$ cat config.mk
export PLATFORM = sky130hd
export DESIGN_NAME = integer_to_ascii_formatter
export DESIGN_NICKNAME = d
export VERILOG_FILES = /design/src/rtl/core/itoa_pkg.sv /design/src/rtl/core/itoa_ctrl.sv /design/src/rtl/core/itoa_dpath.sv /design/src/rtl/core/integer_to_ascii_formatter.sv
export SDC_FILE = /design/constraint.sdc
export NUM_CORES = 1
export LEC_CHECK = 0
export ABC_CLOCK_PERIOD_IN_PS = 9300
export BUFFER_PORTS_ARGS = -buffer_cell sky130_fd_sc_hd__clkbuf_2
export CAP_MARGIN = 30
export CELL_PAD_IN_SITES_DETAIL_PLACEMENT = 0
export CELL_PAD_IN_SITES_GLOBAL_PLACEMENT = 2
export CORE_MARGIN = 5
export CORE_UTILIZATION = 38
export CTS_CLUSTER_SIZE = 28
export DETAILED_ROUTE_END_ITERATION = 6
export PLACE_DENSITY_LB_ADDON = 0.3
export SLEW_MARGIN = 20
export SYNTH_ARGS = -nofsm -noshare
export SYNTH_HDL_FRONTEND = slang
export SYNTH_HIERARCHICAL = 1
export SYNTH_SLANG_ARGS = --single-unit
$ cat constraint.sdc
create_clock -name clk -period 9.3 [get_ports clk]
set_clock_uncertainty 0.1 [all_clocks]
set_input_delay 0 -clock clk [delete_from_list [all_inputs] [get_ports clk]]
set_output_delay 0 -clock clk [all_outputs]
set_load 0.1 [all_outputs]
$ cat src/rtl/core/itoa_pkg.sv
package itoa_pkg;

  localparam int MAX_FIELD_DEF = 60;
  localparam int SEG_COUNT     = 7;

  localparam logic [1:0] RADIX_BIN = 2'd0;
  localparam logic [1:0] RADIX_OCT = 2'd1;
  localparam logic [1:0] RADIX_DEC = 2'd2;
  localparam logic [1:0] RADIX_HEX = 2'd3;

  localparam logic [2:0] SC_CHAR  = 3'd0;
  localparam logic [2:0] SC_SHORT = 3'd1;
  localparam logic [2:0] SC_INT   = 3'd2;
  localparam logic [2:0] SC_PDIFF = 3'd4;

  localparam logic [7:0] CH_ZERO  = 8'h30;
  localparam logic [7:0] CH_SPACE = 8'h20;
  localparam logic [7:0] CH_PLUS  = 8'h2B;
  localparam logic [7:0] CH_MINUS = 8'h2D;
  localparam logic [7:0] CH_X     = 8'h78;
  localparam logic [7:0] CH_B     = 8'h62;
  localparam logic [7:0] CH_UA    = 8'h41;
  localparam logic [7:0] CH_LA    = 8'h61;

  typedef struct packed {
    logic [31:0] value;
    logic [1:0]  radix_code;
    logic [2:0]  size_class;
    logic        is_signed;
    logic        zero_pad;
    logic        left_justify;
    logic        plus_sign;
    logic        space_sign;
    logic        alternate_form;
    logic        upper_digits;
    logic [5:0]  min_width;
    logic [5:0]  min_digits;
  } fmt_req_t;

  typedef struct packed {
    logic [7:0] char_code;
    logic       last_char;
  } fmt_res_t;

  // output field segments, in emission order
  typedef enum logic [2:0] {
    SEG_ZPRE = 3'd0,
    SEG_LPAD = 3'd1,
    SEG_OCT  = 3'd2,
    SEG_PRE  = 3'd3,
    SEG_SIGN = 3'd4,
    SEG_DIG  = 3'd5,
    SEG_RPAD = 3'd6
  } seg_t;

  typedef struct packed {
    logic load;
    logic conv_step;
    logic size_calc;
    logic seg_load;
    seg_t load_seg;
    logic emit;
    seg_t emit_seg;
    logic last;
  } itoa_cmd_t;

  typedef struct packed {
    logic                 conv_last;
    logic                 cnt_last;
    logic [SEG_COUNT-1:0] seg_nz;
  } itoa_stat_t;

  function automatic logic [7:0] digit_char(input logic [3:0] d, input logic upper);
    logic [7:0] c;
    if (d < 4'd10) begin
      c = CH_ZERO + 8'(d);
    end else begin
      c = (upper ? CH_UA : CH_LA) + 8'(d - 4'd10);
    end
    return c;
  endfunction

endpackage

$ cat src/rtl/core/itoa_ctrl.sv
module itoa_ctrl import itoa_pkg::*; (
  input  logic       clk,
  input  logic       rst_n,
  input  logic       start,
  output logic       busy,
  input  itoa_stat_t stat,
  output itoa_cmd_t  cmd
);

  typedef enum logic [4:0] {
    ST_IDLE  = 5'b00001,
    ST_CONV  = 5'b00010,
    ST_SIZE  = 5'b00100,
    ST_FIRST = 5'b01000,
    ST_EMIT  = 5'b10000
  } state_t;

  state_t state_r, state_nxt;
  seg_t   seg_r, seg_nxt;

  // lowest non-empty segment at or above lo: {found, code}
  function automatic logic [3:0] seg_from(input logic [SEG_COUNT-1:0] nz,
                                          input logic [3:0] lo);
    logic       found;
    logic [2:0] code;
    found = 1'b0;
    code  = 3'd0;
    for (int i = 0; i < SEG_COUNT; i++) begin
      if (nz[i] && (4'(i) >= lo) && !found) begin
        found = 1'b1;
        code  = 3'(i);
      end
    end
    return {found, code};
  endfunction

  logic [3:0] first_seg;
  logic [3:0] next_seg;

  assign first_seg = seg_from(stat.seg_nz, 4'd0);
  assign next_seg  = seg_from(stat.seg_nz, {1'b0, seg_r} + 4'd1);
  assign busy      = (state_r != ST_IDLE);

  always_comb begin
    state_nxt = state_r;
    seg_nxt   = seg_r;
    cmd       = '0;
    cmd.emit_seg = seg_r;
    cmd.load_seg = seg_r;
    unique case (state_r)
      ST_IDLE: begin
        if (start) begin
          cmd.load  = 1'b1;
          state_nxt = ST_CONV;
        end
      end
      ST_CONV: begin
        cmd.conv_step = 1'b1;
        if (stat.conv_last) begin
          state_nxt = ST_SIZE;
        end
      end
      ST_SIZE: begin
        cmd.size_calc = 1'b1;
        state_nxt     = ST_FIRST;
      end
      ST_FIRST: begin
        cmd.seg_load = 1'b1;
        cmd.load_seg = seg_t'(first_seg[2:0]);
        seg_nxt      = seg_t'(first_seg[2:0]);
        state_nxt    = ST_EMIT;
      end
      ST_EMIT: begin
        cmd.emit = 1'b1;
        if (stat.cnt_last) begin
          if (next_seg[3]) begin
            cmd.seg_load = 1'b1;
            cmd.load_seg = seg_t'(next_seg[2:0]);
            seg_nxt      = seg_t'(next_seg[2:0]);
          end else begin
            cmd.last  = 1'b1;
            state_nxt = ST_IDLE;
          end
        end
      end
      default: begin
        state_nxt = ST_IDLE;
      end
    endcase
  end

  always_ff @(posedge clk) begin
    if (!rst_n) begin
      state_r <= ST_IDLE;
      seg_r   <= SEG_ZPRE;
    end else begin
      state_r <= state_nxt;
      seg_r   <= seg_nxt;
    end
  end

endmodule

$ cat src/rtl/core/itoa_dpath.sv
module itoa_dpath import itoa_pkg::*; #(
  parameter int MAX_FIELD = MAX_FIELD_DEF
) (
  input  logic       clk,
  input  logic       rst_n,
  input  fmt_req_t   in_req,
  input  itoa_cmd_t  cmd,
  output itoa_stat_t stat,
  output logic       out_valid,
  output fmt_res_t   out_res
);

  logic [31:0] mag_r;
  logic        has_sign_r;
  logic [7:0]  sign_ch_r;
  logic [1:0]  radix_r;
  logic        zp_r;
  logic        left_r;
  logic        alt_r;
  logic        upper_r;
  logic [5:0]  width_r;
  logic [5:0]  prec_r;
  logic [39:0] bcd_r;
  logic [4:0]  bit_idx_r;
  logic        found_r;
  logic [4:0]  pos_r;
  logic [5:0]  nat_r;
  logic [5:0]  cnt_r;
  logic        out_valid_r;
  fmt_res_t    out_res_r;

  // sign and magnitude at intake
  logic        neg;
  logic [31:0] mag_in;
  logic [7:0]  sign_in;
  logic        sgn_in;

  always_comb begin
    neg    = 1'b0;
    mag_in = in_req.value;
    if (in_req.is_signed) begin
      case (in_req.size_class) inside
        SC_CHAR: begin
          if (in_req.value[7]) begin
            neg    = 1'b1;
            mag_in = {23'd0, 9'(9'h100 - {1'b0, in_req.value[7:0]})};
          end
        end
        SC_SHORT: begin
          if (in_req.value[15]) begin
            neg    = 1'b1;
            mag_in = {15'd0, 17'(17'h10000 - {1'b0, in_req.value[15:0]})};
          end
        end
        SC_INT, SC_PDIFF: begin
          if (in_req.value[31]) begin
            neg    = 1'b1;
            mag_in = 32'd0 - in_req.value;
          end
        end
        default: begin
          neg = 1'b0;
        end
      endcase
    end
    sgn_in  = neg || in_req.space_sign || in_req.plus_sign;
    sign_in = neg ? CH_MINUS : (in_req.space_sign ? CH_SPACE : CH_PLUS);
  end

  // shift-and-add-3 step
  logic [39:0] bcd_adj;

  always_comb begin
    for (int i = 0; i < 10; i++) begin
      bcd_adj[i*4 +: 4] = (bcd_r[i*4 +: 4] >= 4'd5) ? bcd_r[i*4 +: 4] + 4'd3
                                                    : bcd_r[i*4 +: 4];
    end
  end

  // natural digit count
  logic [5:0] nat_dec;
  logic [5:0] nat_pow;
  logic [9:0] pos_x11;

  assign pos_x11 = 10'(pos_r) * 10'd11;

  always_comb begin
    nat_dec = 6'd1;
    for (int i = 1; i < 10; i++) begin
      if (bcd_r[i*4 +: 4] != 4'd0) begin
        nat_dec = 6'(i + 1);
      end
    end
    case (radix_r)
      RADIX_BIN: nat_pow = 6'(pos_r) + 6'd1;
      RADIX_OCT: nat_pow = 6'(pos_x11[9:5]) + 6'd1;
      default:   nat_pow = 6'(pos_r[4:2]) + 6'd1;
    endcase
    if (!found_r) begin
      nat_pow = 6'd1;
    end
  end

  // segment lengths
  logic       two_pref;
  logic       oct_pref;
  logic [5:0] nd;
  logic [6:0] content;
  logic [5:0] pad;
  logic [5:0] seg_len [SEG_COUNT];

  always_comb begin
    two_pref = alt_r && (radix_r == RADIX_HEX || radix_r == RADIX_BIN);
    oct_pref = alt_r && (radix_r == RADIX_OCT);
    nd       = (nat_r > prec_r) ? nat_r : prec_r;
    content  = 7'(nd) + 7'(has_sign_r) + ((two_pref && !zp_r) ? 7'd2 : 7'd0)
             + 7'(oct_pref);
    pad      = ({1'b0, width_r} > content) ? 6'(7'(width_r) - content) : 6'd0;
    seg_len[SEG_ZPRE] = (two_pref && zp_r) ? 6'd2 : 6'd0;
    seg_len[SEG_LPAD] = left_r ? 6'd0 : pad;
    seg_len[SEG_OCT]  = 6'(oct_pref);
    seg_len[SEG_PRE]  = (two_pref && !zp_r) ? 6'd2 : 6'd0;
    seg_len[SEG_SIGN] = 6'(has_sign_r);
    seg_len[SEG_DIG]  = nd;
    seg_len[SEG_RPAD] = left_r ? pad : 6'd0;
  end

  always_comb begin
    for (int i = 0; i < SEG_COUNT; i++) begin
      stat.seg_nz[i] = (seg_len[i] != 6'd0);
    end
    stat.conv_last = (bit_idx_r == 5'd0);
    stat.cnt_last  = (cnt_r == 6'd1);
  end

  // character selection
  logic [5:0]  dig_idx;
  logic [7:0]  sh;
  logic [31:0] pow_sh;
  logic [39:0] dec_sh;
  logic [3:0]  dig;
  logic [7:0]  ch;
  logic [7:0]  pref_ch;

  always_comb begin
    dig_idx = cnt_r - 6'd1;
    case (radix_r)
      RADIX_BIN: sh = 8'(dig_idx);
      RADIX_OCT: sh = 8'(dig_idx) * 8'd3;
      default:   sh = 8'(dig_idx) << 2;
    endcase
    pow_sh = mag_r >> sh;
    dec_sh = bcd_r >> (8'(dig_idx) << 2);
    case (radix_r)
      RADIX_BIN: dig = {3'd0, pow_sh[0]};
      RADIX_OCT: dig = {1'b0, pow_sh[2:0]};
      RADIX_DEC: dig = dec_sh[3:0];
      default:   dig = pow_sh[3:0];
    endcase
    pref_ch = (cnt_r == 6'd2) ? CH_ZERO : ((radix_r == RADIX_HEX) ? CH_X : CH_B);
    unique case (cmd.emit_seg)
      SEG_ZPRE: ch = pref_ch;
      SEG_LPAD: ch = zp_r ? CH_ZERO : CH_SPACE;
      SEG_OCT:  ch = CH_ZERO;
      SEG_PRE:  ch = pref_ch;
      SEG_SIGN: ch = sign_ch_r;
      SEG_DIG:  ch = digit_char(dig, upper_r);
      SEG_RPAD: ch = CH_SPACE;
      default:  ch = CH_SPACE;
    endcase
  end

  always_ff @(posedge clk) begin
    if (cmd.load) begin
      mag_r      <= mag_in;
      has_sign_r <= sgn_in;
      sign_ch_r  <= sign_in;
      radix_r    <= in_req.radix_code;
      left_r     <= in_req.left_justify;
      zp_r       <= in_req.zero_pad && !in_req.left_justify;
      alt_r      <= in_req.alternate_form;
      upper_r    <= in_req.upper_digits;
      width_r    <= (in_req.min_width > 6'(MAX_FIELD)) ? 6'(MAX_FIELD) : in_req.min_width;
      prec_r     <= (in_req.min_digits > 6'(MAX_FIELD)) ? 6'(MAX_FIELD)
                                                        : in_req.min_digits;
      bcd_r      <= '0;
      bit_idx_r  <= 5'd31;
      found_r    <= 1'b0;
      pos_r      <= 5'd0;
    end else if (cmd.conv_step) begin
      bcd_r     <= {bcd_adj[38:0], mag_r[bit_idx_r]};
      bit_idx_r <= bit_idx_r - 5'd1;
      if (mag_r[bit_idx_r] && !found_r) begin
        found_r <= 1'b1;
        pos_r   <= bit_idx_r;
      end
    end
    if (cmd.size_calc) begin
      nat_r <= (radix_r == RADIX_DEC) ? nat_dec : nat_pow;
    end
    if (cmd.seg_load) begin
      cnt_r <= seg_len[cmd.load_seg];
    end else if (cmd.emit) begin
      cnt_r <= cnt_r - 6'd1;
    end
    if (cmd.emit) begin
      out_res_r.char_code <= ch;
      out_res_r.last_char <= cmd.last;
    end
  end

  always_ff @(posedge clk) begin
    if (!rst_n) begin
      out_valid_r <= 1'b0;
    end else begin
      out_valid_r <= cmd.emit;
    end
  end

  assign out_valid = out_valid_r;
  assign out_res   = out_res_r;

endmodule

$ cat src/rtl/core/integer_to_ascii_formatter.sv
// Formats one 32-bit integer per request as ASCII, most significant character first.
// A request is taken when start is high and busy is low. The value then walks through a
// shift-and-add-3 converter one bit per cycle, the field is then sized and the first
// segment picked, after which one character leaves per cycle on out_res with out_valid
// high for that cycle alone; the final character has last_char set. A request yielding
// 1 to 63 characters holds busy until its final character is emitted, and no new request
// is taken before then. There is no backpressure: the receiver must take every beat.
module integer_to_ascii_formatter import itoa_pkg::*; #(
  parameter int MAX_FIELD = MAX_FIELD_DEF
) (
  input  logic     clk,
  input  logic     rst_n,
  input  logic     start,
  output logic     busy,
  input  fmt_req_t in_req,
  output logic     out_valid,
  output fmt_res_t out_res
);

  itoa_cmd_t  cmd;
  itoa_stat_t stat;

  itoa_ctrl u_ctrl (
    .clk   (clk),
    .rst_n (rst_n),
    .start (start),
    .busy  (busy),
    .stat  (stat),
    .cmd   (cmd)
  );

  itoa_dpath #(
    .MAX_FIELD (MAX_FIELD)
  ) u_dpath (
    .clk       (clk),
    .rst_n     (rst_n),
    .in_req    (in_req),
    .cmd       (cmd),
    .stat      (stat),
    .out_valid (out_valid),
    .out_res   (out_res)
  );

`ifndef NO_ASSERTIONS
  a_last_frees: assert property (@(posedge clk) disable iff (!rst_n)
    out_valid && out_res.last_char |-> !busy)
    else $error("busy still high after last beat");

  a_accept_busy: assert property (@(posedge clk) disable iff (!rst_n)
    start && !busy |=> busy)
    else $error("accepted request did not raise busy");

  a_no_early_beat: assert property (@(posedge clk) disable iff (!rst_n)
    start && !busy |=> !out_valid)
    else $error("beat right after accept");

  a_beat_in_busy: assert property (@(posedge clk) disable iff (!rst_n)
    out_valid |-> $past(busy))
    else $error("beat without a request in flight");
`endif

endmodule
* Word-level counts from Yosys, hierarchy flattened *
Index checks and enable logic that the tools add are counted.

word-level totals
  bits in registers = 140
  output and inout bits = 11
  input port bits = 59
  logic and storage cells = 270

cells by class
  equal/unequal tests = 24
  bitwise logic cells = 1
  shifts and indexed selects = 2
  magnitude comparators = 24
  $mul = 2
  add/subtract/negate cells = 26
  reductions and logical operators = 69
  multiplexer cells = 101

operator list
  kind                      count
  $mux W32                  7
  $mux W6                   11
  $mux W4                   15
  $mux W3                   15
  $ge A4 B3 Y1 const B      10
  $pmux W8 S5               1
  $shr A40 B8 Y4            1
  $add A4 B2 Y4 const B     9
  $reduce_bool A4 Y1        9
  $shr A32 B8 Y4            1
  $sub A1 B32 Y32 const A   1
  $mux W5                   6
  $reduce_bool A6 Y1        5
  $mux W1                   29
  $logic_and A1 B1 Y1       25
  $pmux W5 S5               1
  $bmux W6 S3               1
  $sub A17 B16 Y17 const A  1
  $mux W8                   2
  $pmux W8 S2               1
  $logic_not A1 Y1          15
  $mux W2                   7
  $ge A3 B4 Y1 const A      3
  $gt A6 B6 Y1 const B      2
  53 further kinds          71

* Logic depth before layout (Yosys ltp) *
  depth in word-level cells = 37
  gate-level depth with buffers = 33

* Modules after synthesis *
The synthesis kept the hierarchy.

by module, submodules not included
  module      sequential area each (µm²)  times used  cells an instance  area an instance (µm²)
  itoa_dpath  3293.2                      1           1302               10872.9
  itoa_ctrl   160.2                       1           100                839.6

* Worst setup path after synthesis *
No wires, ideal clock.

  kind = reg2reg
  from = register u_dpath.nat_r[1]
  to = register u_dpath.cnt_r[5] (data pin)
  cell stages (with the launch flop) = 31
  slack = 2253 ps
  buffers on the path = 0
  data arrival time = 6801 ps
  cells stage by stage = edfxtp_1 -> ha_1 -> nor2b_1 -> o21a_1 -> o21bai_1 -> a21oi_1 -> mux2i_1 -> inv_1 -> fa_1 -> fa_1 -> inv_1 -> ha_1 -> nor2b_1 -> o21ai_0 -> a21boi_0 -> o21ai_0 -> a21boi_0 -> nor2_1 -> nor4b_1 -> nor3_1 -> and2_4 -> a2111oi_4 -> nor2_2 -> o32ai_4 -> a21oi_1 -> o21bai_1 -> nor3b_1 -> nand2b_1 -> a21oi_1 -> a21oi_1 -> a21oi_1

RTL lines
  element                   line               source
  start: declaration        itoa_dpath.sv:27   logic [5:0] nat_r;
  start signal: assignment  itoa_dpath.sv:199  nat_r <= (radix_r == RADIX_DEC) ? nat_dec : nat_pow;
  end signal: assignment    itoa_dpath.sv:202  cnt_r <= seg_len[cmd.load_seg];
  end signal: assignment    itoa_dpath.sv:204  cnt_r <= cnt_r - 6'd1;
  end: declaration          itoa_dpath.sv:28   logic [5:0] cnt_r;

==> metrics.md <==
| Metric | Value |
|---|---|
| Largest net degree at the start of global routing | 60 |
| GRT overflow | 0 |
| Die area | 0.03443 mm^2 |
| GP Congestion | 0.8790 |
| FMAX | 122.3 MHz |
| Final Critical Period | approximately 8.2 ns |
| Via count | around 11000 |
| Sw Share | 0.3045 |
| Max H-tree Level | 4 |
| Number of global-route vias before repair | 10170 |
| Initial cell density of the core | 0.3839 |
| TritonCTS Buffers | 17 |
| Post-Synth XOR/XNOR Area | 0.04038 |
| Crit-path max cell delay | 0.58 ns |
| Met3 Resource Use GR | 0.02736 |
| Crit path arrival time | 8.36 ns |
| Post-Route WL | approximately 34 mm |
| R2r worst-path depth | 29 |
| Clock tree from TritonCTS | built |
| Crit path capture | u_dpath/cnt_r[3] |
| Max-capacitance violation count | 0 |
| Overall routing resource usage | 0.1957 |
| Total core area | 0.03051 mm^2 |
| Tcrit/Tclk final | 0.8795 |
| FF-to-FF End | u_dpath/cnt_r[3] |
| Psw | 0.0005423 W |
| Hold WC Path Type | primary input to register |
| Final Hold Fails | 0 |
| Adder-cell share of the synthesized area | 0.08931 |
| Drt wl/cell | 17.84 um |
| Final ANT Viol Nets | 0 |
| WP buf/inv | 1 |
| Met2 Use GR | 0.3202 |
| Simple-Gate Fraction of Synth Area | 0.2269 |
| CTS root buffer | clkbuf_16 |
| Post-synth ARST share | 0 |
| Post-Synthesis Cell Area | 0.01171 mm^2 |
| Grt met1 use | 0.2725 |
| FF-to-FF setup slack | about 1.1 ns |
| Comb pwr share | 0.224 |
| Critical path type | register to register |
| Lkg Pwr | 5.092 nW |
| Share of power burned in the clock network | 0.379 |
| Crit path from | u_dpath/nat_r[1] |
| Share of layout cells above drive strength 1 | 0.1247 |
| Synth warnings | 6 |
| Final nets | 1625 |
| Syn Area/Cell | 8.354 um^2 |
| Clock sink total | roughly 140 |
| First-pass GRT wire length | 54.24 mm |
| Setup_tns | 0 ns |
| Status | finished clean |
| Worst-Skew Late Latency | 0.43 ns |
| Ant. Diodes | 0 |
| Total power | about 0.0018 W |
| Slew Limit Fails | 0 |
| IO buf count | 69 |
| Area Overhead vs Synth | 14.94% |
| Slowest library cell on the worst path | a21oi_1 |
| Peak VDD IR | 0.0001251 V |
| Clock Tree Buf Depth | 2 |
| Tightest Pin Transition | 1.118 ns |
| Required @ worst endpoint | approximately 9.5 ns |
| Crit path max-delay family | compound AO/OA/AOI/OAI gates |
| DP Wirelength | 24.40 mm |
| CP Capture Type | register |
| Mux cell area share after synthesis | 0.07104 |
| Die Y-Extent | ~190 um |
| Post-synth EDFFs | 75 |
| P_int | 0.001238 W |
| Sequential share of the synthesized area | 0.2948 |
| Initial drt markers | 718 |
| Final setup vio count | 0 |
| Worst r2r src | u_dpath/nat_r[1] |
| Leading cell type in the layout, fill and taps excluded | nand2_1 |
| Max FO, Critical Path | 8 |
| #FFs+latches synth | 135 |
| Initial antenna violation count | 0 |
| Row cnt | 64 |
| Post-synthesis compound-gate area fraction | 0.2206 |
| Syn nets | 1540 |
| Via density | roughly 5.7 |
| Primary FF master, synth | edfxtp_1 |
| Drt pass-1 iters | 6 |
| Power Density | 132.3 mW/mm^2 |
| DRC Markers | 0 |
| Crit path depth | 29 |
| Most Crowded Layer GR | met2 |
| CP Launch Type | register |
| Seq pwr share | 0.397 |
| Largest family of logic cells by synthesized area | simple AND/OR/NAND/NOR gates |
| Io pins | 70 |
| RSZ-0062 raised after global routing | no |
| Most common cell on crit path | a21oi_1 |
| Post-Synthesis Cells | 1402 |
| Rel. slew slack | 0.2444 |
| Commonest non-fill, non-tap cells in the layout | 144 x nand2_1, 131 x nor2_1, 109 x a21oi_1 |
| Clock Pin Slew Worst Setup and Hold Paths | approximately 0.07 ns |
| Cell variety after synth | between 100 and 150 |
| Die span in x | 185.6 um |
-- power groups by stage --
stage,logic [W],clock network (W),registers [W]
final,0.000398,0.000675,0.000707
after global routing,0.000442,0.000718,0.000711
after CTS,0.000399,0.000695,0.000706
after detailed placement,0.000377,0,0.000719
after global placement,0.000374,0,0.000719
after floorplan,0.000282,0,0.000700
-- routing by layer --
| layer | wire length (um) | up-vias |
|---|---|---|
| met1 | 16310 | 5121 |
| met3 | 1348 | 35 |
| met4 | 569 | 0 |
| li1 | - | 5321 |
| met5 | 0 | - |
| met2 | 15580 | 272 |
-- stage by stage --
step	instances	cell area, um^2	hold WS, ns	setup slack (ns)	utilization
6_report	1895	13460	0.03418	1.121	0.4413
5_1_grt	1895	13460	0.07176	0.4409	0.4413
4_1_cts	1895	13460	0.01124	1.147	0.4413
3_5_place_dp	1806	12290	0.07958	1.190	0.4030
3_3_place_gp	1805	12280	0.07934	1.414	0.4025
2_1_floorplan	1402	11710	-0.001131	2.253	-
-- logic make-up after synthesis --
| family | count (synthesis) |
|---|---|
| xor+xnor | 51 |
| mux | 56 |
| fa+ha+maj | 81 |
| compound gates | 387 |
| simple gates | 538 |
| flops | 135 |
| buf+inv | 154 |
-- cell type report --
cell class                      instances  area [um^2]
Clock inverter                          7        52.55
Clock buffer                           24        535.5
Multi-Input combinational cell       1113         7597
Sequential cell                       135         3453
Fill cell                            3024        17050
Tap cell                              396        495.5
Timing Repair Buffer                  139         1023
Inverter                               81        305.3
-- Yosys cell counts, types with 8 or more instances --
master    number  area (um^2)
a211oi_1      22        165.2
a21oi_1      109        545.5
a22oi_1        9        67.56
a31o_2         9        78.83
a31oi_1       14        87.58
and2_1        13        81.33
buf_2         22        110.1
buf_4          8        60.06
clkbuf_1      33        123.9
dfxtp_1       60         1201
edfxtp_1      75         2252
ha_1          74        925.9
inv_1         75        281.5
mux2i_1       28        280.3
mux4_2        21        473.0
nand2_1      144        540.5
nand2b_1      27        168.9
nand3_1       51        255.2
nand3b_1      12        90.09
nor2_1       131        491.7
nor2b_1       17        106.4
nor3_1        49        245.2
nor3b_1       16        120.1
nor4_1        13        81.33
o211ai_1       8        60.06
o21ai_0       86        430.4
o221ai_1       8        70.07
o22ai_1       14        87.58
o31ai_1       15        112.6
or3_1         18        112.6
xnor2_1       31        271.5
xor2_1        18        157.7
-- sequential cells by signal (all words and copies together) (netlist names), 5 cells and up --
register,cells
u_dpath/pos_r,5
u_dpath/out_res,9
u_dpath/mag_r,32
u_dpath/width_r,6
u_ctrl/state_r,5
u_dpath/prec_r,6
u_dpath/nat_r,6
u_dpath/cnt_r,6
u_dpath/bcd_r,40
u_dpath/bit_idx_r,5
-- worst min-delay path by stage --
stage                        end  startpoint  depth (start not counted)  slack (ns)
6_report        u_dpath/mag_r[8]  in_req[31]                          3        0.03
5_1_grt        u_dpath/mag_r[31]  in_req[19]                          3        0.07
4_1_cts         u_dpath/mag_r[8]  in_req[31]                          3        0.01
3_5_place_dp     u_dpath/upper_r  in_req[12]                          1        0.08
3_3_place_gp     u_dpath/upper_r  in_req[12]                          1        0.08
2_1_floorplan      u_dpath/alt_r  in_req[13]                          0      -0.001
-- worst reg2reg max path: cells and delay by family (launching register included) --
kind            cells  cell delay [ns]
mux                 1             0.41
compound gates     15             3.64
simple gates        7             1.59
fa+ha+maj           4             1.60
buf+inv             1             0.12
flops               1             0.39
xor+xnor            1             0.19
-- repair_timing --
item / CTS / global route
resized for setup: 0 / 0
buffers inserted: 0 / 0
hold buffers: 58 / 0
endpoints found under the hold margin: 62 / 0
Power figures use the tool's default switching activity.
